[src/rtl/spma_pkg.sv]
// ----------------------------------------------------------------------------
// spma_pkg
// Shared types, codes and helpers for the symbolic permission mode applier.
// ----------------------------------------------------------------------------
`default_nettype none

package spma_pkg;

   localparam int MODE_W   = 12;
   localparam int RWX_W    = 9;
   localparam int SPEC_W   = 3;
   localparam int SYM_W    = 8;

   localparam logic [RWX_W-1:0] UMASK_RESET = 9'o022;
   localparam logic [RWX_W-1:0] RWX_ALL     = 9'o777;

   typedef enum logic [1:0] {
      CMD_BEGIN = 2'd0,
      CMD_CHAR  = 2'd1,
      CMD_END   = 2'd2
   } cmd_type;

   typedef enum logic [1:0] {
      OP_NONE = 2'd0,
      OP_ADD  = 2'd1,
      OP_SUB  = 2'd2,
      OP_SET  = 2'd3
   } op_type;

   typedef enum logic [2:0] {
      PHASE_CLAUSE = 3'b001,
      PHASE_WHO    = 3'b010,
      PHASE_PERM   = 3'b100
   } phase_type;

   // ASCII codes of the mode text
   localparam logic [SYM_W-1:0] CH_PLUS  = 8'h2B;
   localparam logic [SYM_W-1:0] CH_MINUS = 8'h2D;
   localparam logic [SYM_W-1:0] CH_EQUAL = 8'h3D;
   localparam logic [SYM_W-1:0] CH_COMMA = 8'h2C;
   localparam logic [SYM_W-1:0] CH_U     = 8'h75;
   localparam logic [SYM_W-1:0] CH_G     = 8'h67;
   localparam logic [SYM_W-1:0] CH_O     = 8'h6F;
   localparam logic [SYM_W-1:0] CH_A     = 8'h61;
   localparam logic [SYM_W-1:0] CH_R     = 8'h72;
   localparam logic [SYM_W-1:0] CH_W     = 8'h77;
   localparam logic [SYM_W-1:0] CH_X     = 8'h78;
   localparam logic [SYM_W-1:0] CH_BIG_X = 8'h58;
   localparam logic [SYM_W-1:0] CH_S     = 8'h73;
   localparam logic [SYM_W-1:0] CH_T     = 8'h74;

   // pending operator context handed to the apply logic
   typedef struct packed {
      logic [2:0]        who_set;
      logic              who_given;
      op_type            op;
      logic [RWX_W-1:0]  rwx;
      logic [SPEC_W-1:0] special;   // [2] setuid, [1] setgid, [0] sticky
   } op_state_type;

   typedef struct packed {
      logic [MODE_W-1:0] result_mode;
      logic              valid_res;
   } result_type;

   // who bit0 u, bit1 g, bit2 o
   function automatic logic [RWX_W-1:0] spread(input logic [2:0] who,
                                                input logic [2:0] triple);
      spread = {triple & {3{who[0]}}, triple & {3{who[1]}}, triple & {3{who[2]}}};
   endfunction

endpackage

`default_nettype wire

[src/rtl/spma_apply.sv]
// ----------------------------------------------------------------------------
// spma_apply
// Applies one pending operator to a mode word.
// ----------------------------------------------------------------------------
`default_nettype none

module spma_apply
   import spma_pkg::*;
(
   input  wire logic [MODE_W-1:0] mode_i,
   input  wire logic [RWX_W-1:0]  umask_i,
   input  wire op_state_type      op_i,
   output logic      [MODE_W-1:0] mode_o
);

   logic [2:0]        who;
   logic [RWX_W-1:0]  affected;
   logic [RWX_W-1:0]  clear_rwx;
   logic [SPEC_W-1:0] special_mask;
   logic [RWX_W-1:0]  applied;
   logic [MODE_W-1:0] set_bits;

   always_comb begin
      who      = op_i.who_given ? op_i.who_set : 3'b111;
      affected = spread(who, 3'b111);
      if (!op_i.who_given) begin
         affected = affected & ~umask_i;
      end
      clear_rwx    = (op_i.op == OP_SET && !op_i.who_given) ? RWX_ALL : affected;
      special_mask = op_i.who_given ? {who[0], who[1], who[2]} : 3'b111;
      applied      = op_i.rwx & affected;
      set_bits     = {op_i.special, applied};
      unique case (op_i.op)
         OP_ADD:  mode_o = mode_i | set_bits;
         OP_SUB:  mode_o = mode_i & ~set_bits;
         OP_SET:  mode_o = (mode_i & ~{special_mask, clear_rwx}) | set_bits;
         default: mode_o = mode_i;
      endcase
   end

endmodule

`default_nettype wire

[src/rtl/spma_parser.sv]
// ----------------------------------------------------------------------------
// spma_parser
// Parse state, umask register and per-request next-state logic.
// ----------------------------------------------------------------------------
`default_nettype none

module spma_parser
   import spma_pkg::*;
(
   input  wire logic              clock,
   input  wire logic              reset,
   input  wire logic              accept_i,
   input  wire logic [1:0]        cmd_i,
   input  wire logic [MODE_W-1:0] start_mode_i,
   input  wire logic              is_directory_i,
   input  wire logic [SYM_W-1:0]  symbol_i,
   input  wire logic              csr_wr_en,
   input  wire logic [RWX_W-1:0]  csr_wr_data,
   output logic                   res_push_o,
   output result_type             res_o
);

   logic [RWX_W-1:0]  umask_ff;
   logic [MODE_W-1:0] work_mode_ff, work_mode_in;
   logic [MODE_W-1:0] mbo_ff, mbo_in;
   op_state_type      op_ff, op_in;
   phase_type         phase_ff, phase_in;
   logic              dir_ff, dir_in;
   logic              err_ff, err_in;
   logic              empty_ff, empty_in;

   logic [MODE_W-1:0] applied_mode;
   op_type            sym_op;
   logic [2:0]        who;
   logic              ok;

   spma_apply u_apply (
      .mode_i  (work_mode_ff),
      .umask_i (umask_ff),
      .op_i    (op_ff),
      .mode_o  (applied_mode)
   );

   always_comb begin
      priority if (symbol_i == CH_PLUS)  sym_op = OP_ADD;
      else if     (symbol_i == CH_MINUS) sym_op = OP_SUB;
      else if     (symbol_i == CH_EQUAL) sym_op = OP_SET;
      else                               sym_op = OP_NONE;
   end

   always_comb begin
      work_mode_in = work_mode_ff;
      mbo_in       = mbo_ff;
      op_in        = op_ff;
      phase_in     = phase_ff;
      dir_in       = dir_ff;
      err_in       = err_ff;
      empty_in     = empty_ff;
      who          = op_ff.who_given ? op_ff.who_set : 3'b111;

      if (accept_i) begin
         unique case (cmd_i)
            CMD_BEGIN: begin
               work_mode_in = start_mode_i;
               dir_in       = is_directory_i;
               mbo_in       = '0;
               op_in        = '{3'b000, 1'b0, OP_NONE, '0, '0};
               phase_in     = PHASE_CLAUSE;
               err_in       = 1'b0;
               empty_in     = 1'b1;
            end
            CMD_CHAR: begin
               if (!err_ff) begin
                  empty_in = 1'b0;
                  if (phase_ff != PHASE_PERM) begin
                     priority if (symbol_i == CH_U || symbol_i == CH_G ||
                                  symbol_i == CH_O || symbol_i == CH_A) begin
                        op_in.who_given = 1'b1;
                        phase_in        = PHASE_WHO;
                        priority if (symbol_i == CH_U) op_in.who_set[0] = 1'b1;
                        else if     (symbol_i == CH_G) op_in.who_set[1] = 1'b1;
                        else if     (symbol_i == CH_O) op_in.who_set[2] = 1'b1;
                        else                           op_in.who_set    = 3'b111;
                     end else if (sym_op != OP_NONE) begin
                        op_in.op      = sym_op;
                        op_in.rwx     = '0;
                        op_in.special = '0;
                        mbo_in        = work_mode_ff;
                        phase_in      = PHASE_PERM;
                     end else begin
                        err_in = 1'b1;
                     end
                  end else if (sym_op != OP_NONE) begin
                     // close the running operator, start the next one
                     work_mode_in  = applied_mode;
                     mbo_in        = applied_mode;
                     op_in.op      = sym_op;
                     op_in.rwx     = '0;
                     op_in.special = '0;
                  end else if (symbol_i == CH_COMMA) begin
                     work_mode_in = applied_mode;
                     op_in        = '{3'b000, 1'b0, OP_NONE, '0, '0};
                     phase_in     = PHASE_CLAUSE;
                  end else begin
                     priority if (symbol_i == CH_R)
                        op_in.rwx = op_ff.rwx | spread(who, 3'b100);
                     else if (symbol_i == CH_W)
                        op_in.rwx = op_ff.rwx | spread(who, 3'b010);
                     else if (symbol_i == CH_X)
                        op_in.rwx = op_ff.rwx | spread(who, 3'b001);
                     else if (symbol_i == CH_BIG_X) begin
                        if (dir_ff || mbo_ff[6] || mbo_ff[3] || mbo_ff[0]) begin
                           op_in.rwx = op_ff.rwx | spread(who, 3'b001);
                        end
                     end else if (symbol_i == CH_S)
                        op_in.special = op_ff.special | {who[0], who[1], 1'b0};
                     else if (symbol_i == CH_T)
                        op_in.special = op_ff.special | {2'b00, who[2]};
                     else if (symbol_i == CH_U)
                        op_in.rwx = op_ff.rwx | spread(who, mbo_ff[8:6]);
                     else if (symbol_i == CH_G)
                        op_in.rwx = op_ff.rwx | spread(who, mbo_ff[5:3]);
                     else if (symbol_i == CH_O)
                        op_in.rwx = op_ff.rwx | spread(who, mbo_ff[2:0]);
                     else
                        err_in = 1'b1;
                  end
               end
            end
            default: begin
               // end leaves the state alone; unused code is ignored
            end
         endcase
      end
   end

   assign ok                = !err_ff && !empty_ff && (phase_ff == PHASE_PERM);
   assign res_push_o        = accept_i && (cmd_i == CMD_END);
   assign res_o.result_mode = ok ? applied_mode : '0;
   assign res_o.valid_res   = ok;

   always_ff @(posedge clock) begin
      if (reset) begin
         umask_ff     <= UMASK_RESET;
         work_mode_ff <= '0;
         mbo_ff       <= '0;
         op_ff        <= '{3'b000, 1'b0, OP_NONE, '0, '0};
         phase_ff     <= PHASE_CLAUSE;
         dir_ff       <= 1'b0;
         err_ff       <= 1'b0;
         empty_ff     <= 1'b1;
      end else begin
         if (csr_wr_en) begin
            umask_ff <= csr_wr_data;
         end
         work_mode_ff <= work_mode_in;
         mbo_ff       <= mbo_in;
         op_ff        <= op_in;
         phase_ff     <= phase_in;
         dir_ff       <= dir_in;
         err_ff       <= err_in;
         empty_ff     <= empty_in;
      end
   end

endmodule

`default_nettype wire

[src/rtl/spma_out_buf.sv]
// ----------------------------------------------------------------------------
// spma_out_buf
// Result register with a one-entry skid stage.
// ----------------------------------------------------------------------------
`default_nettype none

module spma_out_buf
   import spma_pkg::*;
(
   input  wire logic       clock,
   input  wire logic       reset,
   input  wire logic       push_i,
   input  wire result_type data_i,
   output logic            full_o,
   output logic            rsp_valid,
   input  wire logic       rsp_stall,
   output result_type      data_o
);

   logic       out_valid_ff, out_valid_in;
   logic       skid_valid_ff, skid_valid_in;
   result_type out_data_ff, out_data_in;
   result_type skid_data_ff, skid_data_in;
   logic       pop;

   assign pop = out_valid_ff && !rsp_stall;

   always_comb begin
      out_valid_in  = out_valid_ff;
      skid_valid_in = skid_valid_ff;
      out_data_in   = out_data_ff;
      skid_data_in  = skid_data_ff;
      priority if (skid_valid_ff) begin
         if (pop) begin
            out_data_in   = skid_data_ff;
            skid_valid_in = 1'b0;
         end
      end else if (push_i) begin
         if (!out_valid_ff || pop) begin
            out_data_in  = data_i;
            out_valid_in = 1'b1;
         end else begin
            skid_data_in  = data_i;
            skid_valid_in = 1'b1;
         end
      end else if (pop) begin
         out_valid_in = 1'b0;
      end
   end

   always_ff @(posedge clock) begin
      if (reset) begin
         out_valid_ff  <= 1'b0;
         skid_valid_ff <= 1'b0;
      end else begin
         out_valid_ff  <= out_valid_in;
         skid_valid_ff <= skid_valid_in;
      end
      out_data_ff  <= out_data_in;
      skid_data_ff <= skid_data_in;
   end

   assign full_o    = skid_valid_ff;
   assign rsp_valid = out_valid_ff;
   assign data_o    = out_data_ff;

   a_skid_behind_out: assert property (@(posedge clock) disable iff (reset)
      skid_valid_ff |-> out_valid_ff)
      else $error("skid entry held without a result in the output register");

   a_no_push_full: assert property (@(posedge clock) disable iff (reset)
      push_i |-> !skid_valid_ff)
      else $error("result pushed while skid stage full");

   a_skid_drains: assert property (@(posedge clock) disable iff (reset)
      (skid_valid_ff && !rsp_stall) |=> (out_valid_ff && !skid_valid_ff))
      else $error("skid entry not moved to output after pop");

endmodule

`default_nettype wire

[src/rtl/symbolic_permission_mode_apply.sv]
// ----------------------------------------------------------------------------
// symbolic_permission_mode_apply
// Applies a streamed symbolic mode text (u+x,go-w style) to a 12-bit mode.
// ----------------------------------------------------------------------------
// An end request's result is registered, into the skid entry during a stall.
// Throughput: one request per cycle while req_stall is low; the parse state
// updates in a single pass, and the skid stage keeps requests flowing while
// a result is stalled. Requests stall only when result register and skid are full.
// Reset (synchronous): parse state cleared, work mode zero, umask 0o022.
`default_nettype none

module symbolic_permission_mode_apply
   import spma_pkg::*;
(
   input  wire logic              clock,
   input  wire logic              reset,
   input  wire logic              req_valid,
   output logic                   req_stall,
   input  wire logic [1:0]        req_cmd,
   input  wire logic [MODE_W-1:0] req_start_mode,
   input  wire logic              req_is_directory,
   input  wire logic [SYM_W-1:0]  req_symbol,
   output logic                   rsp_valid,
   input  wire logic              rsp_stall,
   output logic      [MODE_W-1:0] rsp_result_mode,
   output logic                   rsp_valid_res,
   input  wire logic              csr_wr_en,
   input  wire logic [RWX_W-1:0]  csr_wr_data
);

   logic       accept;
   logic       res_push;
   result_type res;
   result_type res_out;
   logic       full;

   assign req_stall = full;
   assign accept    = req_valid && !full;

   spma_parser u_parser (
      .clock          (clock),
      .reset          (reset),
      .accept_i       (accept),
      .cmd_i          (req_cmd),
      .start_mode_i   (req_start_mode),
      .is_directory_i (req_is_directory),
      .symbol_i       (req_symbol),
      .csr_wr_en      (csr_wr_en),
      .csr_wr_data    (csr_wr_data),
      .res_push_o     (res_push),
      .res_o          (res)
   );

   spma_out_buf u_out_buf (
      .clock     (clock),
      .reset     (reset),
      .push_i    (res_push),
      .data_i    (res),
      .full_o    (full),
      .rsp_valid (rsp_valid),
      .rsp_stall (rsp_stall),
      .data_o    (res_out)
   );

   assign rsp_result_mode = res_out.result_mode;
   assign rsp_valid_res   = res_out.valid_res;

endmodule

`default_nettype wire
[config.mk]
export PLATFORM = sky130hd
export DESIGN_NAME = symbolic_permission_mode_apply
export DESIGN_NICKNAME = d
export VERILOG_FILES = /design/src/rtl/spma_pkg.sv /design/src/rtl/spma_apply.sv /design/src/rtl/spma_parser.sv /design/src/rtl/spma_out_buf.sv /design/src/rtl/symbolic_permission_mode_apply.sv
export SDC_FILE = /design/constraint.sdc
export NUM_CORES = 1
export LEC_CHECK = 0
export BUFFER_PORTS_ARGS = -buffer_cell sky130_fd_sc_hd__buf_2
export CELL_PAD_IN_SITES_DETAIL_PLACEMENT = 1
export CELL_PAD_IN_SITES_GLOBAL_PLACEMENT = 1
export CORE_MARGIN = 1
export CORE_UTILIZATION = 40
export CTS_CLUSTER_SIZE = 30
export DETAILED_ROUTE_END_ITERATION = 6
export HOLD_SLACK_MARGIN = 0.05
export PLACE_DENSITY_LB_ADDON = 0.05
export SYNTH_ARGS = -nofsm -noshare
export SYNTH_HDL_FRONTEND = slang
export SYNTH_SLANG_ARGS = --single-unit
[constraint.sdc]
create_clock -name clock -period 2.1 [get_ports clock]
set_input_delay 0.315 -clock clock [delete_from_list [all_inputs] [get_ports clock]]
set_output_delay 0.315 -clock clock [all_outputs]
set_load 0.01 [all_outputs]
# After elaboration in Yosys (flattened, before gate mapping)
# Cells that the tools add are included.
[totals]
register_bits = 82
latchBits = 0
mem_bits_rw = 0
romBits = 0
in_bits = 37
out_inout_bits = 15
word_cells = 225
n_memories = 0
[op_classes]
n_addsub = 0
mul = 0
div_mod_pow = 0
n_lt_le_gt_ge = 0
n_eq_ne = 48
shift = 0
mux = 88
bitwise_logic = 28
n_reduce_logical = 41
[ops]
columns = ["operator", "count"]
rows = [
  ["$mux 9", 17],
  ["$eq 8x7->1 const B", 10],
  ["$mux 12", 6],
  ["$mux 13", 4],
  ["$mux 14", 3],
  ["$mux 3", 14],
  ["$mux 18", 2],
  ["$or 9x9->9", 4],
  ["$pmux 12 s3", 1],
  ["$pmux 18 s2", 1],
  ["$eq 8x6->1 const B", 4],
  ["$and 3x3->3", 9],
  ["$mux 1", 27],
  ["$and 12x12->12", 2],
  ["$not 12->12", 2],
  ["$or 12x12->12", 2],
  ["$pmux 12 s2", 1],
  ["$reduce_and 6->1", 4],
  ["$reduce_and 8->1", 3],
  ["$and 9x9->9", 2],
  ["$ne 3x3->1 const B", 6],
  ["$pmux 9 s2", 1],
  ["$ne 4x2->1 const B", 4],
  ["$ne 4x4->1 const B", 4],
  ["other kinds (32)", 72],
]

# Logic depth before layout (Yosys ltp)
[depth]
word_depth = 17
depth_mapped = 8
depth_no_buf = 6

# By module
# From an unflattened synthesis, not the netlist that was laid out.
[unflattened]
hier_cells = 490
hier_area_um2 = 4521.8
[modules_own_cells]
columns = ["mod", "n_inst", "cells_each", "area_per_inst_um2", "seq_area_each_um2"]
rows = [
  ["spma_parser", 1, 365, 2924.1, 1081.0],
  ["spma_out_buf", 1, 53, 1076.0, 820.8],
  ["spma_apply", 1, 71, 508.0, 0.0],
  ["symbolic_permission_mode_apply", 1, 1, 13.8, 0.0],
]

# Worst setup path after synthesis
# No wires, ideal clock.
[synth_timing]
kind = "register -> register"
startpoint = "register u_out_buf.skid_valid_ff, in the netlist u_out_buf.full_o"
endpoint = "register u_out_buf.out_data_ff, in the netlist u_out_buf.data_o[0] (enable)"
setup_time_ps = 387
arrival_time_ps = 1702
required_ps = 1713
slack_ps = 11
stages_incl_launch_ff = 5
path_buffers = 2
period_less_slack_ps = 2089
path_cell_list = "dfxtp_1 > buf_2 > buf_1 > a21oi_1 > a21oi_1"
[synth_between]
elab_chain_cells = 5
word_cells_on_any_way = 7
cone_classes = "eq/ne (1); reduce/logical (6)"
[synth_rtl]
columns = ["item", "line_no", "source"]
rows = [
  ["start: declaration", "spma_out_buf.sv:21", "logic skid_valid_ff, skid_valid_in;"],
  ["start signal: assignment", "spma_out_buf.sv:57", "skid_valid_ff <= skid_valid_in;"],
  ["$logic_not 1->1", "symbolic_permission_mode_apply.sv:38", "assign accept = req_valid && !full;"],
  ["$logic_and 1x1->1", "symbolic_permission_mode_apply.sv:38", ""],
  ["$logic_and 1x1->1", "spma_parser.sv:138", "assign res_push_o = accept_i && (cmd_i == CMD_END);"],
  ["$reduce_bool 2->1 (no source line)", "-", ""],
  ["$reduce_and 3->1 (no source line) *", "-", ""],
  ["end signal: assignment", "spma_out_buf.sv:59", "out_data_ff <= out_data_in;"],
  ["end: declaration", "spma_out_buf.sv:22", "result_type out_data_ff, out_data_in;"],
]
# Every way passes the cells marked *; elsewhere a longest branch is shown, timed or not.
# A chain may end at the register's enable or synchronous reset.

# Worst setup path in the final report
[layout_timing]
startpoint = "register u_out_buf.skid_valid_ff, in the netlist u_out_buf.full_o"
endpoint = "register u_parser.op_ff[11] in the netlist's numbering"
[layout_between]
elab_chain_cells = 3
[layout_rtl]
columns = ["item", "line_no", "source"]
rows = [
  ["$logic_not 1->1", "symbolic_permission_mode_apply.sv:38", ""],
  ["$logic_and 1x1->1", "symbolic_permission_mode_apply.sv:38", ""],
  ["$reduce_and 9->1 (no source line)", "-", ""],
  ["end signal: assignment", "spma_parser.sv:147", "op_ff <= '{3'b000, 1'b0, OP_NONE, '0, '0};"],
  ["end signal: assignment", "spma_parser.sv:158", "op_ff <= op_in;"],
  ["end: declaration", "spma_parser.sv:26", "op_state_type op_ff, op_in;"],
]
# Every way passes these cells.

==> run summary <==
Pwr
* leakage power figure: 2.02 nW
* switching power share of the total: 0.271
* Internal Pwr Total: 0.00233 W
* combinational group share of total power: 0.105
* net switching power: 0.000863 W
* sequential share of power: 0.526
* maximum resistive drop on vdd: 289 µV
* Power per Cell Area: 625 mW/mm²
* proportion of power drawn by the clock network: 0.369

Global routing
* total congestion overflow after global routing: 0
* maximum number of pins on one net before global-route repair: 26
* first-pass GRT wire length: 19900 µm
* overall track demand over capacity in global routing: 0.232
* number of antenna violations at the first check in global routing: 0
* via count of the first global-routing pass: 3777

STA
* worst max-slew margin expressed relative to the limit: 0.584
* number of failing hold endpoints at the final stage: 0
* portion of the clock cycle consumed by the worst path in the final layout: 0.927
* maximum clock frequency: 0.514 GHz
* slew at the pin closest to its max-slew limit: 615 ps
* sum of negative setup slack: 0 ps
* final-report setup violation count: 0
* worst clock skew on the final layout: 12.0 ps
* Period minus WS final: 1950 ps
* final slew viol count: 0
* setup repair after global routing missed its margin: no

Critical path
* Crit path arrival time: 2260 ps
* logic depth of the worst register-to-register path: 6
* endpoint of the worst register-to-register path: u_parser.op_ff[11]$_SDFFE_PP0P_
* critical path peak fanout: 4
* reg-to-reg slack, setup: 150 ps
* Critical Path Source Type: flip-flop
* required time worst endpoint: 2410 ps
* startpoint-to-endpoint class of the critical path: flip-flop to flip-flop
* type of destination of the critical path: flip-flop
* reg2reg start: u_out_buf.full_o$_SDFF_PP0_

Worst hold path
* worst-case hold path end point: u_parser.umask_ff[4]$_SDFFE_PP1P_
* cell count of the worst hold path: 3
* Hold Path Origin: csr_wr_data[4]
* worst min path class: input port to flip-flop

CTS
* number of setup buffers added after CTS: 0
* CTS tree: yes
* clk_lat worst skew: 360 ps
* cts bufs inserted: 9
* clock tree root driver cell: sky130_fd_sc_hd__clkbuf_8
* Clock Sinks: 82
* CTS clk-pin slew, worst paths: 100 ps
* maximum clock insertion buffer count: 2
* count of H-tree levels built during CTS: 3

Placed design
* instance count after placement with tap cells included: 673
* Final GP Congestion: 0.866
* DPL Wire Length: 9750 µm
* quantity of I/O buffers inserted on ports: 51

Detailed routing
* Routed wire per std cell: 17.9 µm
* Starting DRT DRC Count: 147
* total wire length after detailed routing: 12300 µm
* remaining routing DRC violations: 0
* remaining number of nets flagged by the antenna check after routing: 0
* First-pass DRT Iterations: 4
* detailed-route vias per instance: 5.43
* vias after detailed routing: 3741

Synth
* post-synthesis async set-or-reset flop share: 0
* number of enable flip-flop cells after synthesis: 26
* Seq cells post-synth: 82
* post-synthesis instance area: 0.00425 mm²
* warnings from Yosys: 0
* net count of the mapped netlist: 508
* portion of the post-synthesis area used by sequential elements: 0.447
* leading register cell type out of synthesis: sky130_fd_sc_hd__dfxtp_1
* number of cells produced by synthesis: 471
* Netlist cell types: 56
* synthesized area divided by synthesized cell count: 9.02 µm²

Final layout
* Synth-to-Final Area Change: 20.0%
* post-route non-filler standard cell count: 689
* commonest non-fill, non-tap cells in the layout: sky130_fd_sc_hd__nand2_1 (61), sky130_fd_sc_hd__a21oi_1 (58), sky130_fd_sc_hd__dfxtp_1 (54)
* antenna diode instance count: 0
* Layout fillers: 1260
* commonest non-fill, non-tap cell in the layout: sky130_fd_sc_hd__nand2_1
* share of layout cells above drive strength 1: 0.259
* number of nets in the layout: 585

Floorplan
* placeable core area: 0.0103 mm²
* die extent in x: 105 µm
* overall die height: 105 µm
* number of primary I/O pins: 52
* die outline area: 0.0110 mm²
* initial standard-cell utilization of the core: 0.412
* number of placement rows: 37

Run status
* run status: completed

Flow run
* Max-cap violations: 0

cell usage after synthesis (all sizes together), types with 2 or more instances:
cell type	n	area, µm²
o211ai	13	97.6
nor2	24	90.1
nand4bb	2	22.5
a22o	9	78.8
or3	4	25.0
o2111ai	2	17.5
a21o	7	52.6
a211oi	2	15.0
nor4	4	25.0
or3b	3	26.3
inv	3	11.3
nand3b	5	41.3
xor2	2	17.5
nand4	8	50.1
nor4bb	2	20.0
a21oi	59	299
o21ai	29	149
or4	3	22.5
nor2b	3	18.8
nand2b	29	181
dfxtp	56	1120
nand3	5	25.0
edfxtp	26	781
nand2	61	229
mux2	16	180
nor4b	2	23.8
buf	8	51.3
and2b	2	15.0
clkbuf	21	78.8
mux2i	13	130
and2	20	125
o31ai	3	22.5
nor3	8	40.0
nor3b	3	27.5
sequential cells by signal, summed over array words and instances (netlist names):
| signal | flops |
|---|---|
| u_parser.umask_ff | 9 |
| u_parser.mbo_ff | 9 |
| u_out_buf.data_o | 13 |
| u_parser.err_ff | 1 |
| u_parser.dir_ff | 1 |
| u_parser.work_mode_ff | 12 |
| u_out_buf.full_o | 1 |
| u_parser.empty_ff | 1 |
| u_out_buf.rsp_valid | 1 |
| u_out_buf.skid_data_ff | 13 |
| u_parser.phase_ff | 3 |
| u_parser.op_ff | 18 |
through the flow:
step	power [W]	worst slack [ps]	hold slack (ps)	utilization	cell area [µm²]
6_report	0.00319	153	160	0.494	5100
5_1_grt	0.00330	3.74	182	0.494	5100
4_1_cts	0.00321	21.7	150	0.493	5090
3_5_place_dp	0.00205	-59.2	452	0.474	4890
3_3_place_gp	0.00204	-0.345	447	0.474	4890
2_1_floorplan	0.00189	11.0	420	-	4250
cell type report:
class                           instances  area [µm²]  share of cell area
Multi-Input combinational cell        357        2220               0.434
Clock buffer                           10         149              0.0292
Clock inverter                          6        52.6              0.0103
Tap cell                              136         170              0.0334
Inverter                                3        11.3             0.00221
Timing Repair Buffer                   95         598               0.117
Sequential cell                        82        1900               0.373
worst max-delay path by stage:
stage,slack (ps),startpoint,end
global route,4,u_out_buf.full_o$_SDFF_PP0_,u_parser.op_ff[14]$_SDFFE_PP0P_
global placement,-0.3,req_symbol[7],u_parser.op_ff[5]$_SDFFE_PP0P_
floorplan,10,u_out_buf.full_o$_SDFF_PP0_,u_out_buf.data_o[0]$_DFFE_PP_
detailed placement,-60,req_symbol[7],u_parser.op_ff[11]$_SDFFE_PP0P_
CTS,20,u_parser.op_ff[12]$_SDFFE_PP0P_,u_out_buf.data_o[8]$_DFFE_PP_
finish,150,u_out_buf.full_o$_SDFF_PP0_,u_parser.op_ff[11]$_SDFFE_PP0P_
power by group through the flow:
stage	sequential, W	clock, W	combinational, W
after floorplan	0.00171	0	0.000184
after global placement	0.00171	0	0.000328
after detailed placement	0.00171	0	0.000333
after CTS	0.00168	0.00119	0.000335
after global routing	0.00168	0.00125	0.000370
final	0.00168	0.00118	0.000336
layer usage:
layer  track usage  part of all wire  routed length, µm  vias to the layer above
met1         0.322              0.50               6170                     1790
met4        0.0634             0.012                153                        0
met2         0.378              0.46               5610                       69
met5             0                 0                  0                        -
met3        0.0324             0.030                370                       13
li1              -                 -                  -                     1869
timing repair:
action / CTS / global route
setup endpoints to repair: 0 / 13
resized for setup: 0 / 4
endpoints found under the hold margin: 0 / 0
hold buffers: 0 / 0
logic make-up after synthesis:
family / count (synthesis) / synth area share
buffers and inverters: 32 / 0.0333
and+or+nand+nor: 193 / 0.248
muxes: 29 / 0.0730
xor gates and xnor gates: 2 / 0.00412
AOI/OAI and AO/OA: 133 / 0.194
DFF: 82 / 0.447
critical path, cell delays in order (launching register included):
cell	delay [ps]
sky130_fd_sc_hd__dfxtp_1	330
sky130_fd_sc_hd__nor3b_1	330
sky130_fd_sc_hd__nand2_1	240
sky130_fd_sc_hd__a21oi_2	270
sky130_fd_sc_hd__o21ai_2	120
sky130_fd_sc_hd__nor4b_2	420
sky130_fd_sc_hd__a22o_1	190
No activity file was read; power rests on OpenSTA's default activity.
